$ cat config.mk
export PLATFORM = sky130hd
export DESIGN_NAME = otb_ctrl
export DESIGN_NICKNAME = d
export VERILOG_FILES = /design/src/rtl/core/otsu_threshold_binarizer_macros.svh /design/src/rtl/core/otb_pkg.sv /design/src/rtl/core/otb_ctrl.sv
export SDC_FILE = /design/constraint.sdc
export NUM_CORES = 1
export LEC_CHECK = 0
export ABC_AREA = 1
export BUFFER_PORTS_ARGS = -buffer_cell sky130_fd_sc_hd__buf_2
export CAP_MARGIN = 20
export CORE_MARGIN = 8
export CORE_UTILIZATION = 55
export CTS_CLUSTER_SIZE = 20
export DETAILED_ROUTE_END_ITERATION = 12
export PLACE_DENSITY = 0.75
export SYNTH_ARGS = -nofsm -noshare
export SYNTH_HDL_FRONTEND = slang
export SYNTH_SLANG_ARGS = --single-unit
$ cat constraint.sdc
create_clock -name clk -period 3.83 [get_ports clk]
set_input_delay 0.1915 -clock clk [delete_from_list [all_inputs] [get_ports clk]]
set_output_delay 0.1915 -clock clk [all_outputs]
set_load 0.02 [all_outputs]
$ cat src/rtl/core/otsu_threshold_binarizer_macros.svh
// Assertion macros for the Otsu binarizer core.
// Used by files that check their own logic; expects clk and rst_n in scope.
`ifndef OTSU_THRESHOLD_BINARIZER_MACROS_SVH
`define OTSU_THRESHOLD_BINARIZER_MACROS_SVH

// condition must hold in the same cycle
`define OTB_ASSERT_NOW(label, ante, cons) \
  label: assert property (@(posedge clk) disable iff (!rst_n) (ante) |-> (cons)) \
    else $error("otb: same-cycle check failed");

// condition must hold in the next cycle
`define OTB_ASSERT_NEXT(label, ante, cons) \
  label: assert property (@(posedge clk) disable iff (!rst_n) (ante) |=> (cons)) \
    else $error("otb: next-cycle check failed");

`endif

$ cat src/rtl/core/otb_pkg.sv
// Shared constants, datapath command codes and control structs for the Otsu binarizer.
// No dependencies.
package otb_pkg;

  localparam int LEVELS = 256;
  localparam int AW     = $clog2(LEVELS);
  localparam int CB     = 24;            // histogram bin width
  localparam int NB     = CB + AW;       // pixel count total
  localparam int SB     = CB + 2 * AW;   // intensity sum total
  localparam int PB     = SB + NB;       // S*w0 and s0*N
  localparam int NUMB   = 2 * PB;        // squared difference
  localparam int DENB   = 2 * NB;        // w0*(N-w0)
  localparam int LHSB   = NUMB + DENB;   // cross products
  localparam int MA     = NUMB;          // multiplicand width
  localparam int MB     = PB;            // multiplier width, covers DENB too
  localparam int MP     = MA + MB;
  localparam int MCW    = $clog2(MB + 1);

  localparam logic [CB-1:0] CMAX     = {CB{1'b1}};
  localparam logic [AW-1:0] LAST_BIN = AW'(LEVELS - 1);
  localparam logic [AW-1:0] LAST_K   = AW'(LEVELS - 2);

  // luma: floor(x/1000) = (x * ceil(2^28/1000)) >> 28 for x < 493447
  localparam int WSB    = 18;
  localparam int LUM_SH = 28;
  localparam logic [18:0] LUM_M = 19'd268436;

  typedef enum logic [4:0] {
    OP_NONE,
    OP_LOAD,
    OP_WSUM,
    OP_LUM,
    OP_BIN_RD,
    OP_BIN_WR,
    OP_SRCH_INIT,
    OP_TOT_RD,
    OP_TOT_ACC,
    OP_CUM_RD,
    OP_CUM_ACC,
    OP_MUL_P,
    OP_MUL_Q,
    OP_MUL_NUM,
    OP_MUL_DEN,
    OP_MUL_LHS,
    OP_MUL_RHS,
    OP_CMP,
    OP_OUT_PIX,
    OP_OUT_THR
  } dp_op_t;

  typedef struct packed {
    dp_op_t          op;
    logic [AW-1:0]   addr;
  } dp_cmd_t;

  typedef struct packed {
    logic mode;
    logic last;
    logic skip;
    logic mul_done;
    logic out_busy;
  } dp_sts_t;

endpackage

$ cat src/rtl/core/otb_ctrl.sv
// Sequencer for pixel handling and the threshold search.
// Depends on otb_pkg.
module otb_ctrl (
  input  logic             clk,
  input  logic             rst_n,
  input  logic             in_valid,
  input  otb_pkg::dp_sts_t sts,
  output logic             in_ready,
  output otb_pkg::dp_cmd_t cmd
);

  typedef enum logic [3:0] {
    S_IDLE, S_WSUM, S_LUM, S_PIX, S_BRD, S_BWR, S_INIT, S_TRD, S_TACC,
    S_CRD, S_CACC, S_CHK, S_MUL, S_MWAIT, S_CMP, S_FIN
  } state_t;

  state_t                   state_r, state_nxt;
  logic [otb_pkg::AW-1:0]   k_r, k_nxt;
  otb_pkg::dp_op_t          mop_r, mop_nxt, mop_next;

  always_comb begin
    case (mop_r)
      otb_pkg::OP_MUL_P:   mop_next = otb_pkg::OP_MUL_Q;
      otb_pkg::OP_MUL_Q:   mop_next = otb_pkg::OP_MUL_NUM;
      otb_pkg::OP_MUL_NUM: mop_next = otb_pkg::OP_MUL_DEN;
      otb_pkg::OP_MUL_DEN: mop_next = otb_pkg::OP_MUL_LHS;
      otb_pkg::OP_MUL_LHS: mop_next = otb_pkg::OP_MUL_RHS;
      default:             mop_next = otb_pkg::OP_MUL_P;
    endcase
  end

  always_comb begin
    state_nxt = state_r;
    k_nxt     = k_r;
    mop_nxt   = mop_r;
    in_ready  = 1'b0;
    cmd.op    = otb_pkg::OP_NONE;
    cmd.addr  = k_r;
    unique case (state_r)
      S_IDLE: begin
        in_ready = 1'b1;
        if (in_valid) begin
          cmd.op    = otb_pkg::OP_LOAD;
          state_nxt = S_WSUM;
        end
      end
      S_WSUM: begin
        cmd.op    = otb_pkg::OP_WSUM;
        state_nxt = S_LUM;
      end
      S_LUM: begin
        cmd.op    = otb_pkg::OP_LUM;
        state_nxt = sts.mode ? S_PIX : S_BRD;
      end
      S_PIX: begin
        if (!sts.out_busy) begin
          cmd.op    = otb_pkg::OP_OUT_PIX;
          state_nxt = S_IDLE;
        end
      end
      S_BRD: begin
        cmd.op    = otb_pkg::OP_BIN_RD;
        state_nxt = S_BWR;
      end
      S_BWR: begin
        cmd.op    = otb_pkg::OP_BIN_WR;
        state_nxt = sts.last ? S_INIT : S_IDLE;
      end
      S_INIT: begin
        cmd.op    = otb_pkg::OP_SRCH_INIT;
        k_nxt     = '0;
        state_nxt = S_TRD;
      end
      S_TRD: begin
        cmd.op    = otb_pkg::OP_TOT_RD;
        state_nxt = S_TACC;
      end
      S_TACC: begin
        cmd.op = otb_pkg::OP_TOT_ACC;
        if (k_r == otb_pkg::LAST_BIN) begin
          k_nxt     = '0;
          state_nxt = S_CRD;
        end else begin
          k_nxt     = k_r + 1'b1;
          state_nxt = S_TRD;
        end
      end
      S_CRD: begin
        cmd.op    = otb_pkg::OP_CUM_RD;
        state_nxt = S_CACC;
      end
      S_CACC: begin
        cmd.op    = otb_pkg::OP_CUM_ACC;
        state_nxt = S_CHK;
      end
      S_CHK: begin
        if (sts.skip) begin
          if (k_r == otb_pkg::LAST_K) begin
            state_nxt = S_FIN;
          end else begin
            k_nxt     = k_r + 1'b1;
            state_nxt = S_CRD;
          end
        end else begin
          mop_nxt   = otb_pkg::OP_MUL_P;
          state_nxt = S_MUL;
        end
      end
      S_MUL: begin
        cmd.op    = mop_r;
        state_nxt = S_MWAIT;
      end
      S_MWAIT: begin
        if (sts.mul_done) begin
          if (mop_r == otb_pkg::OP_MUL_RHS) begin
            state_nxt = S_CMP;
          end else begin
            mop_nxt   = mop_next;
            state_nxt = S_MUL;
          end
        end
      end
      S_CMP: begin
        cmd.op = otb_pkg::OP_CMP;
        if (k_r == otb_pkg::LAST_K) begin
          state_nxt = S_FIN;
        end else begin
          k_nxt     = k_r + 1'b1;
          state_nxt = S_CRD;
        end
      end
      S_FIN: begin
        if (!sts.out_busy) begin
          cmd.op    = otb_pkg::OP_OUT_THR;
          state_nxt = S_IDLE;
        end
      end
      default: state_nxt = S_IDLE;
    endcase
  end

  always_ff @(posedge clk) begin
    if (!rst_n) begin
      state_r <= S_IDLE;
      k_r     <= '0;
      mop_r   <= otb_pkg::OP_MUL_P;
    end else begin
      state_r <= state_nxt;
      k_r     <= k_nxt;
      mop_r   <= mop_nxt;
    end
  end

endmodule

# Word-level counts from Yosys, hierarchy flattened
# Cells that the tools add are included.
# Widths: inputs -> output; s select.
# op_classes
n_addsub,1
eq_ne,29
mux,24
reduce_logical,7
# op_table
cell,count
$pmux 5 s14,1
$pmux 4 s15,1
$eq 4x4->1 const B,8
$pmux 8 s4,1
$eq 5x4->1 const B,5
$mux 5,5
$pmux 5 s5,1
$mux 8,3
$mux 4,5
$eq 4x3->1 const B,4
$eq 8x8->1 const B,2
$ne 2x2->1 const B,6
$pmux 5 s2,1
$mux 3,3
$add 8x1->8 const B,1
$eq 4x2->1 const B,2
$eq 5x5->1 const B,1
$eq 4x1->1 const B,1
$logic_not 4->1,1
$reduce_and 4->1,1
$reduce_bool 4->1,1
$reduce_and 3->1,1
$mux 1,2
$mux 2,1
3 further kinds,3
# totals
ff_bits,17
in_bits,8
out_inout_bits,14
word_cells,64

# Logic depth before layout (Yosys ltp)
# Gate-level depths: netlist of the first run.
# depth
word_depth,5
mapped_depth,12
ltp_nobuf,12

# Worst setup path after synthesis of the first run
# OpenSTA, ideal clock, no wires.
# synth_path
path_type,register to output
from,register state_r[3]
to,output port cmd[8] in the netlist's numbering
arrival_ps,1432
required_time_ps,3638
setup_slack_ps,2207
stages_incl_launch_ff,3
path_buffers,0
cell_sequence,dfxtp_1 nand2_2 o311ai_0
# synth_lines
element,line_no,text
"start, declared",otb_ctrl.sv:17,"state_t state_r, state_nxt;"
"start signal, assigned",otb_ctrl.sv:148,state_r <= state_nxt;
"end, declared",otb_ctrl.sv:9,output otb_pkg::dp_cmd_t cmd

==> summary by stage, run 1 <==
Global route
The wire length of the first global-routing pass is 5.65 mm. The number of global-route vias before repair is 1284. Global routing used around 16% of the available tracks across all layers. The initial antenna violation count is 0.

Global routing finished with a remaining overflow of 0. Entering global routing, the biggest net connects 12 pins.

Clocking
After clock tree synthesis, the repair step resized 0 gates. The number of sinks on the clock net is 17. The worst-skew pair later-pin latency is 0.30 ns. Buffers inserted during clock tree synthesis total 3.

TritonCTS built the clock tree. CTS built an H-tree with a depth of 1. The clock-pin slew of the registers on the worst-case setup and hold paths is between 0.1 and 0.15 ns. The number of hold-repair buffers added at the cts stage is 0. The setup fix buffers added after clock tree synthesis is 0. The cell sitting at the root of the clock tree is a sky130_fd_sc_hd__clkbuf_4. No sink is reached through more buffers than the 2 on the longest clock path.

Floorplan
The floorplan die area is 4240 µm². The floorplan step defined a core boundary enclosing 2250 µm². The starting utilization of the core area is 58.8%. The number of rows created at floorplan is 17. The chip width is 65.1 µm. The number of top-level pins is 22. Measured along the y axis, the die boundary spans about 65 µm.

Drt
The number of routed nets with antenna violations is 0. The final route contains ~1400 vias. Wires add up to 3.32 mm.

The first routing iteration left around 120 violations. The first TritonRoute pass finished after 4 iterations. Dividing the detail-routed via count by the number of cells gives 5.41. The final routed DRC violation total is 0. The post-detailed-route wirelength per cell is 12.5 µm.

STA
Dividing the final minimum period by the clock period gives between 50 and 60%. Setup violations remaining at the end of the flow were counted as 0. Setup repair after global routing left no endpoint under its margin.

After routing, the total negative slack on setup checks comes to 0 ns. Timing would allow up to between 0.5 and 0.6 GHz. Between clock sinks in the finished design, the worst skew comes to ~0.0037 ns.

The count of pins over their slew limit is 0. For the pin with the worst max-slew slack, the measured transition is ~0.65 ns. The final critical delay including setup and external delays is roughly 2.0 ns.

The worst slew margin relative to its limit is around 57%. The number of hold violations in the final report came to 0.

Synthesis
The share of the Yosys chip area taken by registers is 25.7%. The leading cell type by number of instances after synthesis is sky130_fd_sc_hd__nand2_1. The largest family of logic cells by synthesized area is simple AND/OR/NAND/NOR gates.

sky130_fd_sc_hd__dfxtp_1 takes more of the synthesized area than any other cell. The count of unique library cells instantiated by Yosys is 31. The number of nets produced by synthesis is 224. The post-synthesis share of cell area spent on xor and xnor gates is around 1.3%. The share of synthesized cell area in full adder, half adder and majority cells is 1.89%.

The cell count after synthesis came out at 214. Counting flops with a built-in enable in the synthesized netlist gives 0. The area share of and/or/nand/nor cells after synthesis is 46.3%. By area the synthesized netlist is led by sky130_fd_sc_hd__dfxtp_1, sky130_fd_sc_hd__nand2_1, sky130_fd_sc_hd__inv_1. The synthesized netlist devotes 14.2% of its cell area to compound gates. The commonest cells after synthesis are sky130_fd_sc_hd__nand2_1, sky130_fd_sc_hd__inv_1, sky130_fd_sc_hd__nor2_1.

The share of cell area taken by muxes after synthesis is 0%. After synthesis, the mean cell area works out to 6.20 µm². The total number of yosys warnings is 0. The predominant post-synthesis flop cell is sky130_fd_sc_hd__dfxtp_1. After synthesis, the largest area contributor takes up 25.7% of total cell area. The number of synthesized register bits is 17. The post-synthesis async set-or-reset flop share is 0%.

The area of the mapped netlist is 1330 µm².

Finish
For this run, the post-layout net count is about 250. The multi-input gate area in the final layout is 846 µm². 0 antenna diodes ended up in the layout. The number of fillers in the final layout is 225. After routing the design area is around 1500 µm². The growth of design area from synthesis to finish is 12.0%. The fraction of final layout cells sized beyond drive strength 1 is 18.9%.

The area used by sequential logic in the layout is approximately 340 µm².

Pwr
For this design the ratio of total power to cell area is around 250 nW/µm². VDD sags by at most 0.248 mV. The cell leakage power is 0.000707 µW.

Worst setup path
The worst setup path is launched from a flip-flop. Walking the worst path, the cells encountered are inv_2 > nand2_1 > nor2_1 > nor2_1 > o21ai_0 > nor2_1 > o311ai_0 > buf_2. The category of the most critical setup path is flip-flop to output pin. The most common cell type on the critical path is sky130_fd_sc_hd__nor2_1. The master of the slowest instance on the critical path is sky130_fd_sc_hd__dfxtp_1.

For the worst flop-to-flop path, the logic depth is 7. The top fanout value on the critical path is 5. For the worst setup path, the data arrival time is 1.76 ns.

The data required time of the worst path is 3.64 ns. On the worst path, the slowest cell contributes a delay of 0.43 ns. The worst setup path is captured at an output pin.

Placed design
Port buffering added 21 buffers. The placed wire-length estimate after detailed placement is 2.65 mm. The placed instances occupy a cell area of 1460 µm².

The global placement routability congestion is about 0.95.

Worst hold path
The path class of the tightest hold or removal check is input port to flip-flop. The depth of the worst hold-timing path is 2.

Run
Across the run, the number of max-cap violations was 0.

Outcome
The run finished with clean final reports.
[routing by layer]
layer  wire length [µm]  vias to the layer above  share of wire, %  track usage, %
li1                   -                      744                 -               -
met1               1520                      640                46            21.3
met2               1540                       46                47            25.3
met3                195                        8               5.9            3.56
met4                 58                        0               1.7            5.72
met5                  0                        -                 0               0
[power breakdown]
group | total [µW] | internal, µW | switching [µW]
Combinational | 84.5 | 25.8 | 58.6
Clock | 105 | 39.9 | 64.9
Sequential | 186 | 180 | 5.49
Total | 375 | 246 | 129
[sequential cells by signal, indices dropped and copies added, names as in the netlist]
name     flops
state_r      4
mop_r        5
k_r          8
[worst max-delay path, delay by kind of cell (launching register included)]
family                 cells  cell delay, ns
and+or+nand+nor            4            0.54
AOI/OAI and AO/OA          2            0.22
buffers and inverters      2            0.26
DFF                        1            0.43
[cell families (layout without fill, tap and decap cells)]
| group | Yosys count | after routing |
|---|---|---|
| simple gates | 130 | 130 |
| buf+inv | 35 | 59 |
| compound gates | 28 | 28 |
| flops | 17 | 17 |
| fa+ha+maj | 2 | 2 |
| xor+xnor | 2 | 2 |
[per-stage QoR]
| stage | power, µW | setup WS [ns] | hold slack (ns) | utilization, % | std cells |
|---|---|---|---|---|---|
| finish | 375 | 1.88 | 0.160 | 65.9 | 266 |
| global route | 396 | 1.71 | 0.153 | 65.9 | 266 |
| CTS | 379 | 1.88 | 0.141 | 65.9 | 266 |
| detailed placement | 273 | 2.07 | 0.465 | 64.5 | 262 |
| global placement | 272 | 2.11 | 0.452 | 64.5 | 262 |
| floorplan | 247 | 2.21 | 0.261 | - | 214 |
[final timing paths]
kind / start / end / slack (ns)
setup / recovery: state_r[3]$_SDFFE_PN0P_ / cmd[8] / 1.88
hold reg to reg: mop_r[2]$_SDFFE_PN0P_ / mop_r[2]$_SDFFE_PN0P_ / 0.49
hold / removal: rst_n / mop_r[3]$_SDFFE_PN1P_ / 0.16
setup reg to reg: state_r[1]$_SDFFE_PN0P_ / k_r[5]$_SDFFE_PN0P_ / 2.04
[cells in the final DEF, fill, tap and decap left out, types with 3 or more instances in the layout]
master                     count
sky130_fd_sc_hd__a21oi_1       7
sky130_fd_sc_hd__buf_2        21
sky130_fd_sc_hd__clkbuf_4      3
sky130_fd_sc_hd__dfxtp_1      17
sky130_fd_sc_hd__inv_1        31
sky130_fd_sc_hd__nand2_1      56
sky130_fd_sc_hd__nand2_2       6
sky130_fd_sc_hd__nand3_1      22
sky130_fd_sc_hd__nand4_1       6
sky130_fd_sc_hd__nor2_1       28
sky130_fd_sc_hd__o21ai_0       5
sky130_fd_sc_hd__o21bai_1      5
sky130_fd_sc_hd__o22ai_1       3
[layout make-up]
cell class	count	area share, %
timing repair buffer	21	7.08
sequential	17	22.9
clock buffer	3	1.52
clock inverter	1	0.505
tap	28	2.36
multi-input combinational	162	57.0
inverter	34	8.68
Note: power is estimated with default switching activity, not from simulation.
==> run 2: changes to the inputs <==
Settings changed: ABC_AREA 1 to 0.
Clock period 3.83 ns to 1.8 ns, I/O delays scaled along.
==> run 2 against run 1 <==
  * First-iteration DRC count increased by 65%
  * Critical endpoint is now mop_r[2]$_SDFFE_PN0P_
  * Via count increased by 9.0%
  * Sequential cell count stayed put
  * Sequential power increased by 110%
  * Setup slack worse by 1.8 ns
  * Final area is 13% higher
  * Synthesized area up 4.2%
  * Die area increased by 3.2%
==> summary by stage, run 2 <==
Finish
The fraction of final layout cells sized beyond drive strength 1 is 27.6%. The register with the most flip-flops in the layout has 8 of them. The diode insertion count for antenna repair is 0.

In the layout the commonest cells are sky130_fd_sc_hd__nand2_1, sky130_fd_sc_hd__buf_2, sky130_fd_sc_hd__buf_4. The growth of design area from synthesis to finish is 21.8%. For this run, the post-layout net count is 232. In the final layout, the registers with the most flip-flops are k_r: 8 flops, mop_r: 5 flops, state_r: 4 flops.

After filler insertion, the fill cell instance count of the layout stands at 217. The post-layout instance area is 1680 µm². The register with the highest flop count is k_r.

Drt
The first detailed-routing pass took 4 iterations. Dividing the detail-routed wire length by the instance count gives 15.5 µm. The routed layout has 1568 vias. The number of routed nets with antenna violations is 0.

For this run, design rule violations remaining after detail routing come to 0. After detailed routing, the number of vias per cell comes to 6.25. The first routing iteration left 203 violations.

The final routed wirelength across all metal layers is roughly 3.9 mm.

STA
The worst slew margin relative to its limit is 72.4%. The sum of negative setup slack is 0 ns. At the pin with the least slew margin, the transition time is 0.403 ns. The number of hold violations in the final report is 0. Setup repair after global routing left no endpoint under its margin. The total of endpoints with negative setup slack in the final report is 0. The clock tree skew after final layout is 0.00602 ns. The fmax is between 0.5 and 0.6 GHz.

The clock period could shrink to between 1.5 and 2 ns. Of the available clock period, the critical path in the final layout requires 95.1%. The count of pins over their slew limit is 0.

Outcome
The flow ran to the end, and the final reports show no timing, DRC or antenna violations.

Synthesis
The predominant post-synthesis flop cell is sky130_fd_sc_hd__dfxtp_1. Dividing the synthesized area by the synthesized cell count gives between 7 and 8 µm². The number of synthesized register bits is 17. The area share of the leading cell type in the synthesized netlist is 24.6%.

The register area share after synthesis is 24.6%. The Yosys step of the flow raised 0 warnings. Yosys instantiated no cell more often than sky130_fd_sc_hd__nand2_1. After synthesis, the share of flip-flops with an asynchronous set or reset is 0%. The number of nets in the synthesized netlist is approximately 200. After technology mapping, the gate count stands at 186. The count of unique library cells instantiated by Yosys is 58. By area the synthesized netlist is led by sky130_fd_sc_hd__dfxtp_1, sky130_fd_sc_hd__a21oi_1, sky130_fd_sc_hd__nand2_1. The mapped netlist covers between 1000 and 1500 µm². Yosys mapped a number of flops with a built-in enable equal to 0. The cell type contributing the most total cell area after synthesis is sky130_fd_sc_hd__dfxtp_1. Sorting the synthesized cells by how often they occur yields sky130_fd_sc_hd__nand2_1, sky130_fd_sc_hd__a21oi_1, sky130_fd_sc_hd__dfxtp_1.

Clocking
No sink is reached through more buffers than the 2 on the longest clock path. The tree built by TritonCTS fans out to 17 sinks. After clock tree synthesis, the clock-pin slew on the worst setup and hold paths is 0.11 ns.

The worst-skew pair later-pin latency is approximately 0.3 ns. The TritonCTS clock tree is done. The clock tree root buffer cell is sky130_fd_sc_hd__clkbuf_4. The maximum level of the CTS H-tree is 1. Clock tree synthesis inserted a total of 3 buffers.

Placed design
In this run the tool buffered the top-level ports with 21 buffer cells. After detailed placement, the total cell area comes to 1610 µm². The global placement routability congestion is 0.924.

The placed wire-length estimate after detailed placement is 2.88 mm.

Worst setup path
For the worst setup path, the data arrival time is 1.96 ns. The endpoint identified for the worst register-to-register timing path is mop_r[2]$_SDFFE_PN0P_. The critical path endpoint category is a flip-flop. For this design, the slowest cell found on the critical path is sky130_fd_sc_hd__dfxtp_4. The critical path is of the flip-flop to flip-flop type.

Traced cell by cell, the critical path runs through buf_4 > and2b_1 > a22o_1 > o2111ai_4 > o31ai_2 > o311a_1. The reg-to-reg setup timing slack is 0.09 ns. The worst setup path is launched from a flip-flop.

Data on the critical path is required at its endpoint by 2.05 ns. The worst-case reg-to-reg path depth is 6. The top fanout value on the critical path is 7. The delay contributed by the slowest stage of the critical path is 0.38 ns.

The startpoint identified for the worst register-to-register timing path is state_r[2]$_SDFFE_PN0P_.

Run
The max-capacitance violation count is 0.

Floorplan
The floorplan die area is roughly 4400 µm². In this run the core area contains 18 standard-cell rows. The height of the die is 66.1 µm. In this run the count of I/O pins placed on the die edge is 22. The starting utilization of the core area is between 50% and 60%. The core area is between 2000 and 2500 µm². The chip width is between 60 and 70 µm.

Worst hold path
The worst hold path was traced through 3 stages. In this run the most critical hold path is launched from sts[0]. The hold-critical path endpoint is state_r[1]$_SDFFE_PN0P_. The tightest min-delay check is of the input port to flip-flop type.

Global route
The maximum number of pins on one net before global-route repair is 24. The initial antenna violation count is 0. The global router's overall resource usage is 18.4%.

The wire length of the first global-routing pass is roughly 6.6 mm. The remaining global-route overflow is 0. The number of global-route vias before repair came to 1451.

Pwr
The power dissipated by switching net loads is between 200 and 250 µW. The peak supply drop is 0.508 mV. The internal power is 517 µW. The sequential group share of total power is between 50% and 60%. For this design the ratio of total power to cell area is 441 nW/µm².

The clock network fraction of design power is between 20 and 30%. The part of the power in combinational logic is 19.0%. For this design the static power due to leakage is 0.000682 µW. The total power after layout is roughly 740 µW. The switching power as a share of total power is 30.3%.
run 2: stage by stage:
stage	hold slack (ns)	std cells	setup WS (ns)	utilization, %
4_1_cts	0.140	250	0.00760	67.5
3_5_place_dp	0.462	246	0.0171	66.2
2_1_floorplan	0.220	186	0.0809	-
3_3_place_gp	0.413	246	0.0904	66.2
6_report	0.156	251	0.0877	69.2
5_1_grt	0.130	251	0.000675	69.2
run 2: worst max path at each step:
stage / start / to / slack [ns] / depth (start not counted)
floorplan: state_r[3]$_SDFFE_PN0P_ / cmd[12] / 0.08 / 4
global placement: state_r[1]$_SDFFE_PN0P_ / k_r[2]$_SDFFE_PN0P_ / 0.09 / 6
detailed placement: state_r[1]$_SDFFE_PN0P_ / mop_r[2]$_SDFFE_PN0P_ / 0.02 / 6
CTS: state_r[0]$_SDFFE_PN0P_ / cmd[8] / 0.008 / 6
global route: state_r[2]$_SDFFE_PN0P_ / mop_r[2]$_SDFFE_PN0P_ / 0.0007 / 6
finish: state_r[2]$_SDFFE_PN0P_ / mop_r[2]$_SDFFE_PN0P_ / 0.09 / 6
run 2: final cells by class:
cell class	count	area, µm²	area share [%]
sequential	17	353	21.0
multi-input combinational	146	945	56.1
inverter	11	45.0	2.67
timing repair buffer	43	278	16.5
tap	30	37.5	2.23
clock buffer	4	26.3	1.56
run 2: worst max-delay path, delay by kind of cell (launching register included):
| kind | cells | cell delay (ns) |
|---|---|---|
| and+or+nand+nor | 1 | 0.24 |
| DFF | 1 | 0.38 |
| AOI/OAI and AO/OA | 4 | 0.90 |
| buffers and inverters | 1 | 0.15 |
run 2: cells by family after synthesis:
group           after synthesis  share of synthesized area [%]
flops                        17                           24.6
simple gates                 76                           31.0
xor+xnor                      3                           1.90
mux                           3                           2.17
compound gates               62                           30.2
fa+ha+maj                     2                           1.81
buf+inv                      23                           8.23
run 2: power by group through the flow:
stage / logic, µW / registers (µW) / clock network, µW
floorplan: 79.5 / 391 / 0
CTS: 131 / 385 / 225
global placement: 127 / 392 / 0
finish: 141 / 383 / 218
global route: 151 / 384 / 239
detailed placement: 129 / 393 / 0
run 2: metal layers:
| metal | GRT usage (%) | up-vias | wire length, µm |
|---|---|---|---|
| li1 | - | 758 | - |
| met1 | 23.6 | 735 | 1780 |
| met2 | 29.7 | 71 | 1770 |
| met3 | 4.41 | 4 | 333 |
| met4 | 5.07 | 0 | 24 |
| met5 | 0 | - | 0 |
run 2: timing repair:
item,CTS,global route
gates resized for setup,3,13
hold endpoints to repair,0,0
setup buffers,0,1
hold buffers,0,0
endpoints found under the setup margin,2,17
==> run 3: changes to the inputs <==
Settings changed: PLACE_DENSITY 0.75 to 0.78.
==> run 3 against run 2 <==
  * Sequential cell count did not move
  * Cell count up 1.6%
  * Clock skew is 0.0044 ns higher
  * Setup slack worse by 0.025 ns
  * Critical path type unchanged
  * Total power down 2.1%
  * Largest cell class unchanged
  * Largest power group unchanged
  * Critical path depth is 1 higher
  * Critical endpoint is now mop_r[3]$_SDFFE_PN1P_
  * Worst hold slack lost 0.020 ns
  * Register-to-register slack got worse by 0.02 ns
  * Die area stayed put
==> summary by stage, run 3 (synthesized netlist as in run 2, its figures left out) <==
Worst setup path
The kind of start point of the critical path is a flip-flop. In this run the critical register-to-register path is captured at mop_r[3]$_SDFFE_PN1P_. The startpoint identified for the worst register-to-register timing path is state_r[2]$_SDFFE_PN0P_. The top fanout value on the critical path is 8. The master of the slowest instance on the critical path is sky130_fd_sc_hd__dfxtp_4. The number of cells on the worst reg-to-reg path is 7. Traced cell by cell, the critical path runs through buf_4 > and2b_1 > a22o_1 > o2111ai_4 > buf_4 > mux2i_1 > nand2_1. The data required time of the worst path is about 2 ns. The category of the most critical setup path is flip-flop to flip-flop. The combined buffer and inverter count along the critical path is 2. On the worst path, the slowest cell contributes a delay of 0.39 ns. The capture point of the critical path is mop_r[3]$_SDFFE_PN1P_. The worst register-to-register path has a setup slack of 0.06 ns. The worst endpoint data arrival time is 1.90 ns. In this run the number of cells on the critical path is 7. The critical path endpoint category is a flip-flop.

Among cell families on the critical path, the largest total delay comes from compound AO/OA/AOI/OAI gates. The source of the critical timing path is state_r[2]$_SDFFE_PN0P_. The most common cell type on the critical path is sky130_fd_sc_hd__buf_4.

Floorplan
The initialized floorplan defines 18 standard-cell rows. The starting utilization of the core area is between 50 and 60%. The height of the die is 66.1 µm. In this run the standard cell core region covers 2430 µm². The number of top-level pins is 22.

From left edge to right edge, the die measures 66.1 µm. The floorplan die area is 4370 µm².

Clocking
The worst-skew pair later-pin latency is slightly below 0.3 ns. Counting along the longest clock path gives a buffer depth of 2. The clock net in this run drives a total of 17 sinks.

The maximum level of the CTS H-tree is 1. The clock-pin slew of the registers on the worst-case setup and hold paths is ~0.11 ns. In this run the clock root is driven by a sky130_fd_sc_hd__clkbuf_4. The CTS buffer count is 3. The TritonCTS clock tree is done.

Placed design
The placement-stage cell area is between 1500 and 2000 µm². The placed wire-length estimate after detailed placement is 2.98 mm. The count of buffers inserted at the top-level ports is 21. Once placement completed, the tool counted placed cells totaling 250.

The global placement routability congestion is 1.04.

Finish
For this run, the number of standard cells in the final layout without fillers is 255. The count of nets after finishing is 236. The post-layout instance area is approximately 1700 µm². The library cell used most frequently in the layout, excluding fill and tap cells, is sky130_fd_sc_hd__buf_4.

0 antenna diodes ended up in the layout. The area growth from synthesis to layout is 25.6%. The register with the highest flop count is k_r. At the end of the flow the core is filled with cells to a little under three quarters. The flip-flop count of the largest register, all copies and words added is 8. The largest registers in the layout are k_r: 8 flops, mop_r: 5 flops, state_r: 4 flops. The fraction of final layout cells sized beyond drive strength 1 is around 30%. Leaving out fill and tap cells, the most frequent cells in the layout are sky130_fd_sc_hd__buf_4, sky130_fd_sc_hd__nand2_1, sky130_fd_sc_hd__buf_2.

Drt
The final routed wirelength across all metal layers is 4.07 mm. The via-per-instance ratio is 6.20. The first routing iteration left 98 violations.

In the routed design, unresolved DRC markers number 0. Once detail routing completed, the nets flagged for antenna violations numbered 0. Summing over every cut layer, the via total after detailed routing is 1580. The first-pass detailed-route iteration total is 4. The post-detailed-route wirelength per cell is 15.9 µm.

Pwr
The worst-case IR drop observed on VDD is ~0.40 mV. The cell leakage power is approximately 0.0007 µW. The ratio of total power to cell area is 418 nW/µm². Of the total power, the share spent switching nets is a little under 30%. The internal power is 516 µW.

The sequential group share of total power is roughly 53%. The part of the power in combinational logic is 18.6%. In this run the power spent charging and discharging nets is 211 µW. The clock network fraction of design power is 28.7%. The completed layout was analyzed and its total power is 726 µW.

Outcome
The run finished with clean final reports.

STA
The number of hold violations in the final report is 0. For this run, the top clock speed supported by timing is about 0.58 GHz. The worst hold slack after final layout is 0.136 ns. The count of pins over their slew limit came to 0.

The total of endpoints with negative setup slack in the final report is 0. The actual slew at the worst max-slew pin is just over 0.5 ns. The clock tree skew after final layout is 0.0104 ns.

The worst path in the final design needs a cycle of 1.74 ns, including I/O delays and setup. The worst slew margin relative to its limit is 65.4%. The final period utilization is between 90% and 100%.

Global route
The global router's overall resource usage is approximately a fifth. The total overflow left after global routing is 0. Entering global routing, the biggest net connects 25 pins. The initial antenna violation count is 0. The number of global-route vias before repair is 1483. The wire length of the first global-routing pass is 6.77 mm.

Run
The max-capacitance violation count is 0.

Worst hold path
The min-delay analysis places its worst path in the category input port to flip-flop.
## run 3: cell types whose count changed in the layout (fill, tap and decap cells not counted), moves of 2 or more
cell                        delta
sky130_fd_sc_hd__o2111ai_2     +2
sky130_fd_sc_hd__buf_4         +4
sky130_fd_sc_hd__dfxtp_1       +2
sky130_fd_sc_hd__o2111ai_1     -2
## run 3: layout make-up
type                            count  area [µm²]
Sequential cell                    17         348
Tap cell                           30        37.5
Multi-Input combinational cell    146         970
Inverter                           11        41.3
Timing Repair Buffer               47         314
Clock buffer                        4        26.3
Fill cell                         209         696
## run 3: metrics by stage
step / setup WS [ns] / setup TNS (ns)
3_5_place_dp: 0.0820 / 0
6_report: 0.0630 / 0
3_3_place_gp: 0.0996 / 0
5_1_grt: -0.000542 / -0.000542
2_1_floorplan: 0.0809 / 0
4_1_cts: 0.00703 / 0
## run 3: how the worst min path moves through the flow
| stage | startpoint | end | depth (start not counted) |
|---|---|---|---|
| finish | sts[0] | state_r[1]$_SDFFE_PN0P_ | 3 |
| global route | sts[0] | state_r[1]$_SDFFE_PN0P_ | 3 |
| CTS | in_valid | state_r[0]$_SDFFE_PN0P_ | 3 |
| detailed placement | sts[0] | state_r[1]$_SDFFE_PN0P_ | 3 |
| global placement | in_valid | state_r[0]$_SDFFE_PN0P_ | 3 |
| floorplan | sts[0] | state_r[1]$_SDFFE_PN0P_ | 2 |
## run 3: power groups by stage
stage	registers [µW]	clock network (µW)	logic, µW
after global placement	392	0	127
final	383	209	135
after detailed placement	392	0	127
after CTS	382	211	129
after global routing	384	230	147
after floorplan	391	0	79.5
## run 3: layer usage
| metal | routed length (µm) | part of all wire, % | GRT usage, % | vias to the layer above |
|---|---|---|---|---|
| li1 | - | - | - | 774 |
| met1 | 1700 | 42 | 24.6 | 724 |
| met2 | 1970 | 49 | 29.0 | 76 |
| met3 | 357 | 8.8 | 5.42 | 6 |
| met4 | 36 | 0.89 | 4.53 | 0 |
| met5 | 0 | 0 | 0 | - |
## run 3: tightest hold or removal path: stages
cell and delay [ns]:
sky130_fd_sc_hd__buf_2 0.14, sky130_fd_sc_hd__nand3_1 0.08, sky130_fd_sc_hd__o21ai_0 0.08
## run 3: timing repair
action | 4_1_cts | 5_1_grt
endpoints found under the hold margin | 0 | 0
gates resized for setup | 3 | 15
setup buffers | 0 | 1
endpoints found under the setup margin | 1 | 17
hold buffers | 0 | 0
pin swaps | 0 | 1
